[config.mk]
export PLATFORM = sky130hd
export DESIGN_NAME = lob_ctrl
export DESIGN_NICKNAME = d
export VERILOG_FILES = /design/src/rtl/lob_pkg.sv /design/src/rtl/lob_ctrl.sv
export SDC_FILE = /design/constraint.sdc
export NUM_CORES = 1
export LEC_CHECK = 0
export ABC_AREA = 1
export BUFFER_PORTS_ARGS = -buffer_cell sky130_fd_sc_hd__buf_4
export CAP_MARGIN = 0
export CORE_AREA = 2 2 39 41
export CTS_CLUSTER_DIAMETER = 120
export CTS_CLUSTER_SIZE = 40
export DETAILED_ROUTE_END_ITERATION = 10
export DIE_AREA = 0 0 41 43
export GPL_ROUTABILITY_DRIVEN = 0
export PLACE_DENSITY_LB_ADDON = 0.1
export SLEW_MARGIN = 20
export SYNTH_ARGS = -nofsm -noshare
export SYNTH_HDL_FRONTEND = slang
export SYNTH_SLANG_ARGS = --single-unit
[constraint.sdc]
create_clock -name i_clk -period 1.7 [get_ports i_clk]
set_clock_uncertainty 0.05 [all_clocks]
set_input_delay 0.17 -clock i_clk [delete_from_list [all_inputs] [get_ports i_clk]]
set_output_delay 0.17 -clock i_clk [all_outputs]
set_load 0.02 [all_outputs]
[src/rtl/lob_pkg.sv]
`default_nettype none
// -----------------------------------------------------------------------------
// lob_pkg
// Shared types and constants of the top-five order book block.
// -----------------------------------------------------------------------------
package lob_pkg;

    localparam int BOOK_DEPTH_DEF   = 256;
    localparam int LEVELS_SHOWN_DEF = 5;

    localparam logic [31:0] PRICE_MARKET_SELL = 32'hFFFF_FFFF;
    localparam logic [31:0] PRICE_MARKET_BUY  = 32'h0000_0000;
    localparam logic [31:0] VOLUME_SAT        = 32'hFFFF_FFFF;

    typedef enum logic [1:0] {
        OP_ADD    = 2'd0,
        OP_TRADE  = 2'd1,
        OP_CANCEL = 2'd2,
        OP_NONE   = 2'd3
    } t_op;

    typedef enum logic [1:0] {
        ST_OK        = 2'd0,
        ST_UNKNOWN   = 2'd1,
        ST_OVERDRAWN = 2'd2,
        ST_FULL      = 2'd3
    } t_status;

    typedef enum logic [1:0] {
        SCAN_CLEAR  = 2'd0,
        SCAN_LOOKUP = 2'd1,
        SCAN_LEVELS = 2'd2,
        SCAN_IDLE   = 2'd3
    } t_scan_mode;

    typedef struct packed {
        logic [1:0]  operation;
        logic        side;
        logic        market;
        logic [31:0] order_id;
        logic [31:0] ask_id;
        logic [31:0] bid_id;
        logic [31:0] price;
        logic [23:0] volume;
    } t_in_item;

    typedef struct packed {
        logic        book_side;
        logic [2:0]  level;
        logic        level_valid;
        logic [31:0] level_price;
        logic [31:0] level_volume;
        logic [1:0]  status;
        logic        last;
    } t_out_item;

    typedef struct packed {
        logic        valid;
        logic        side;
        logic [31:0] id;
        logic [31:0] price;
        logic [23:0] volume;
    } t_entry;

    // controller -> datapath
    typedef struct packed {
        logic       accept_en;
        logic       run;
        t_scan_mode mode;
        logic       wr_first;
        logic       wr_second;
        logic       emit_start;
    } t_cmd;

    // datapath -> controller
    typedef struct packed {
        logic in_xfer;
        logic scan_done;
        logic emit_done;
    } t_sts;

endpackage
`default_nettype wire

[src/rtl/lob_ctrl.sv]
`default_nettype none
// -----------------------------------------------------------------------------
// lob_ctrl
// Sequencer: clear pass, lookup scan, table writes, level scan, result drain.
// -----------------------------------------------------------------------------
module lob_ctrl (
    input  logic          i_clk,
    input  logic          i_rst_n,
    input  lob_pkg::t_sts i_sts,
    output lob_pkg::t_cmd o_cmd
);
    import lob_pkg::*;

    typedef enum logic [6:0] {
        S_CLEAR  = 7'b0000001,
        S_IDLE   = 7'b0000010,
        S_LOOKUP = 7'b0000100,
        S_WR0    = 7'b0001000,
        S_WR1    = 7'b0010000,
        S_LEVELS = 7'b0100000,
        S_EMIT   = 7'b1000000
    } t_state;

    t_state r_state, n_state;

    always_comb begin
        n_state = r_state;
        o_cmd   = '0;
        o_cmd.mode = SCAN_IDLE;
        unique case (r_state)
            S_CLEAR: begin
                o_cmd.run  = 1'b1;
                o_cmd.mode = SCAN_CLEAR;
                if (i_sts.scan_done) n_state = S_IDLE;
            end
            S_IDLE: begin
                o_cmd.accept_en = 1'b1;
                if (i_sts.in_xfer) n_state = S_LOOKUP;
            end
            S_LOOKUP: begin
                o_cmd.run  = 1'b1;
                o_cmd.mode = SCAN_LOOKUP;
                if (i_sts.scan_done) n_state = S_WR0;
            end
            S_WR0: begin
                o_cmd.wr_first = 1'b1;
                n_state = S_WR1;
            end
            S_WR1: begin
                o_cmd.wr_second = 1'b1;
                n_state = S_LEVELS;
            end
            S_LEVELS: begin
                o_cmd.run  = 1'b1;
                o_cmd.mode = SCAN_LEVELS;
                if (i_sts.scan_done) begin
                    o_cmd.emit_start = 1'b1;
                    n_state = S_EMIT;
                end
            end
            S_EMIT: begin
                if (i_sts.emit_done) n_state = S_IDLE;
            end
            default: n_state = S_CLEAR;
        endcase
    end

    always_ff @(posedge i_clk) begin
        if (!i_rst_n) r_state <= S_CLEAR;
        else          r_state <= n_state;
    end

    a_xfer_idle: assert property (@(posedge i_clk) disable iff (!i_rst_n)
        i_sts.in_xfer |-> r_state == S_IDLE)
        else $error("input transfer outside idle");

    a_emit_hold: assert property (@(posedge i_clk) disable iff (!i_rst_n)
        (r_state == S_EMIT && !i_sts.emit_done) |=> r_state == S_EMIT)
        else $error("left drain before last transfer");

endmodule
`default_nettype wire

### Yosys cells after proc, flatten, opt, wreduce, memory -nomap -nowiden

Index checks and enable logic that the tools add are counted.

| word-level totals | value |
|---|---|
| bits in registers | 7 |
| output and inout port bits | 7 |
| input port bits | 5 |

| cells by class | value |
|---|---|
| reductions and logical operators | 1 |
| mux-type cells | 12 |
| eq/ne operators | 12 |

Operators with widths:

| kind | number |
|---|---|
| $pmux 7 s7 | 1 |
| $mux 7 | 5 |
| $ne 2x2->1 const B | 5 |
| $pmux 3 s3 | 1 |
| $eq 7x1->1 const B | 1 |
| $eq 7x2->1 const B | 1 |
| $eq 7x3->1 const B | 1 |
| $eq 7x4->1 const B | 1 |
| $eq 7x5->1 const B | 1 |
| $eq 7x6->1 const B | 1 |
| $eq 7x7->1 const B | 1 |
| $mux 1 | 5 |
| $reduce_and 5->1 | 1 |

### Logic depth before layout (Yosys ltp)

| depth | value |
|---|---|
| word-level depth | 3 |
| gate-level depth with buffers | 10 |
| mapped depth without buffers | 10 |

### Worst setup path after synthesis

OpenSTA, ideal clock, no wires.

| timing | value |
|---|---|
| path kind | reg-to-reg |
| start | reg r_state[5] |
| end | reg r_state[5] |
| clock period less this slack | 1.262 ns |
| cell stages (with the launch flop) | 11 |
| arrival | 1.098 ns |
| data required time | 1.536 ns |
| path slack | 0.438 ns |
| path through | dfxtp_1 -> inv_2 -> nand2_2 -> nor2_4 -> nand2_4 -> nand3_2 -> nand2_4 -> nand2_2 -> nand2_1 -> nand2_1 -> nor2_2 |

| on the way | value |
|---|---|
| word-level cells in the longest chain between the ends | 3 |
| elaborated cells on any way between the ends | 14 |
| those cells by class | 12 x eq/ne; 1 x mux; 1 x reduce/logical |

RTL lines:

| element | line | source |
|---|---|---|
| from (decl) | lob_ctrl.sv:24 | `t_state r_state, n_state;` |
| from (signal assigned) | lob_ctrl.sv:70 | `else r_state <= n_state;` |
| $eq 7x2->1 (tied with other cells) | lob_ctrl.sv:30 | `unique case (r_state)` |
| $ne 2x2->1 (no line) | n/a |  |
| $reduce_and 5->1 (no line) | n/a |  |

Parallel ways exist; a longest one is shown, timed or not.
A chain may end at the register's enable or synchronous reset.

==> summary.md <==
| Metric | Value |
|---|---|
| Fin area | `602 um^2` |
| Biggest regs | `r_state: 7 flops` |
| Leak pwr | `0.000335 uW` |
| Drt total wl | `964 um` |
| Top reg by flops | `r_state` |
| Crit path cell chain | `inv_2 > nand2_4 > nor2_2 > nand2_4 > nand3_2 > nand2_1 > buf_4` |
| Number of H-tree levels | `1` |
| Die Ht | `43 um` |
| Cell at the slowest stage of the critical path | `dfxtp_1` |
| Critical-path maximum fanout | `4` |
| Pins over their slew limit | `0` |
| Layout area overhead | `27.2%` |
| Outcome | `finished clean` |
| Class of the worst hold path | `in2reg` |
| Most common cell after layout, fill and taps aside | `nand2_1` |
| Bufs on Longest Clock Path | `2` |
| R2R setup slack | `0.40 ns` |
| RSZ-0062 raised after global routing | `false` |
| Num rows | `14` |
| Post-CTS Hold Buffers | `0` |
| Slew @ Worst Pin | `between 0.2 and 0.25 ns` |
| Vias in the first global route | `between 400 and 500` |
| PostCTS Resize Cnt | `0` |
| Clock slew at reported path FFs | `around 0.050 ns` |
| Worst R2R End | `r_state[5]$_SDFFE_PN0P_` |
| Switch Pwr | `438 uW` |
| First-pass GRT wire length | `1550 um` |
| DRT antenna net count | `0` |
| Max reg flops | `7` |
| Critical path's most frequent cell | `nand2_4` |
| Sum Neg Setup Slack | `0 ns` |
| Clock share of power | `0.157` |
| Core ar. | `between 0.001 and 0.0015 mm^2` |
| Tmin final | `1.54 ns` |
| Worst path required time | `1.48 ns` |
| GR Overflow Total | `0` |
| TritonCTS Buffers | `3` |
| Critical path startpoint | `r_state[1]$_SDFFE_PN0P_` |
| Post-CTS setup buffers | `0` |
| Hpwl dp | `825 um` |
| Worst Setup EP | `o_cmd[3]` |
| Distinct cells, synth | `16` |
| DRC Markers | `0` |
| Crit start category | `flop` |
| Avg WL per Cell | `a little over 9 um` |
| Worst-case vdd ir drop | `0.444 mV` |
| Crit path depth | `7` |
| Via count | `448` |
| Synthesized area per cell | `approximately 6.6 um^2` |
| Final Cycle Share | `0.904` |
| Initial DRC count | `5` |
| Critical path class | `reg2out` |
| Number of I/O port buffers | `11` |
| Cells on worst reg2reg path | `10` |
| Worst Path Buf+Inv | `2` |
| Switching portion of total power | `0.466` |
| Worst skew pair latency | `0.25 ns` |
| CTS tree | `done` |
| Total GRT Usage | `0.134` |
| Post-layout util | `0.435` |
| Sequential element share of the synthesized area | `0.296` |
| Full die area | `about 0.0018 mm^2` |
| CP top delay family | `simple AND/OR/NAND/NOR gates` |
| IO Count | `12` |
| Part of the power in combinational logic | `0.611` |
| Initial antenna violation count | `0` |
| Power Dens Cells | `1560 mW/mm^2` |
| Syn Nets | `77` |
| Min-Delay Path Depth | `2` |
| Via density | `about 4.3` |
| Mapped Cells | `roughly 70` |
| Antenna Cells | `0` |
| Synth Warn # | `0` |
| Synthesized area | `473 um^2` |
| Largest stage delay, worst path | `approximately 0.33 ns` |
| Synth Register Bits | `7` |
| CP Data Arrival Time | `1.32 ns` |
| Setup violators final | `0` |
| Most frequent cells in the layout | `12 x nand2_1, 11 x inv_1, 11 x buf_4` |
| Root buf cell | `clkbuf_4` |
| Starting density of the core | `0.342` |
| Dpl ws | `0.403 ns` |
| Placed cell area | `roughly 580 um^2` |
| Final Hold Viols | `0` |
| Maxcap violations | `0` |
| Max frequency | `651 MHz` |
| Overall die width | `a little over 40 um` |
| Largest net degree at the start of global routing | `8` |
| Crit end category | `output pin` |
| Reg power frac | `0.233` |
| Drt first pass iters | `4` |
| R2r startpoint | `r_state[1]$_SDFFE_PN0P_` |
| Share of post-route cells with drive strength above 1 | `0.368` |
| Slew headroom | `0.853` |
| Pint | `502 uW` |
| Worst setup margin | `approximately 0.16 ns` |
| Clock Sinks | `7` |
| Final net count | `93` |
power by group through the flow:
stage | combinational (uW) | sequential (uW) | clock, uW
CTS | 582 | 219 | 157
global placement | 585 | 222 | 0
finish | 574 | 218 | 147
global route | 642 | 221 | 164
floorplan | 424 | 217 | 0
detailed placement | 580 | 222 | 0
cell type report:
type	instances	area (um^2)
multi-input combinational	49	273
inverter	16	60.1
clock buffer	4	26.3
fill	152	782
timing repair buffer	11	82.6
tap	16	20.0
sequential	7	140
routing by layer:
metal | GRT usage | part of all wire | vias to the layer above
met3 | 0.0262 | 0.056 | 5
met5 | 0 | 0 | -
met4 | 0.120 | 0.044 | 0
met2 | 0.191 | 0.42 | 14
li1 | - | - | 252
met1 | 0.158 | 0.48 | 177
stage by stage:
step / hold slack [ns] / instances / power [uW]
6_report: 0.110 / 103 / 939
5_1_grt: 0.121 / 103 / 1030
3_3_place_gp: 0.371 / 99 / 807
2_1_floorplan: 0.204 / 72 / 642
4_1_cts: 0.109 / 103 / 957
3_5_place_dp: 0.375 / 99 / 802
cells by family after synthesis:
kind of cell | after synthesis | share of synthesized area
AND/OR/NAND/NOR | 44 | 0.524
AO/OA/AOI/OAI | 5 | 0.0529
flip-flops | 7 | 0.296
buffers and inverters | 16 | 0.127
worst min path at each step:
stage                               to  slack (ns)    start
2_1_floorplan  r_state[0]$_SDFFE_PN1P_        0.20  i_rst_n
3_3_place_gp   r_state[0]$_SDFFE_PN1P_        0.37  i_rst_n
3_5_place_dp   r_state[0]$_SDFFE_PN1P_        0.37  i_rst_n
4_1_cts        r_state[0]$_SDFFE_PN1P_        0.11  i_rst_n
5_1_grt        r_state[0]$_SDFFE_PN1P_        0.12  i_rst_n
6_report       r_state[0]$_SDFFE_PN1P_        0.11  i_rst_n
synthesized netlist by cell type:
| cell | instances | area share |
|---|---|---|
| nand4_1 | 2 | 0.026 |
| nor2_1 | 8 | 0.063 |
| nor3_1 | 2 | 0.021 |
| nand3b_1 | 2 | 0.032 |
| nand3_1 | 5 | 0.053 |
| inv_1 | 11 | 0.087 |
| dfxtp_1 | 7 | 0.30 |
| inv_2 | 5 | 0.040 |
| nor2_4 | 2 | 0.048 |
| nand2_4 | 3 | 0.071 |
| nor2_2 | 2 | 0.026 |
| nand3_2 | 1 | 0.021 |
| nand2_1 | 12 | 0.095 |
| o21ai_0 | 1 | 0.011 |
| nand2_2 | 5 | 0.066 |
| a21oi_1 | 4 | 0.042 |
worst register-to-register path: cells and delay by family (launching register included):
kind          cells  cell delay, ns
buf+inv           1            0.08
flops             1            0.33
simple gates      9            0.73
Note: power is estimated with default switching activity, not from simulation.
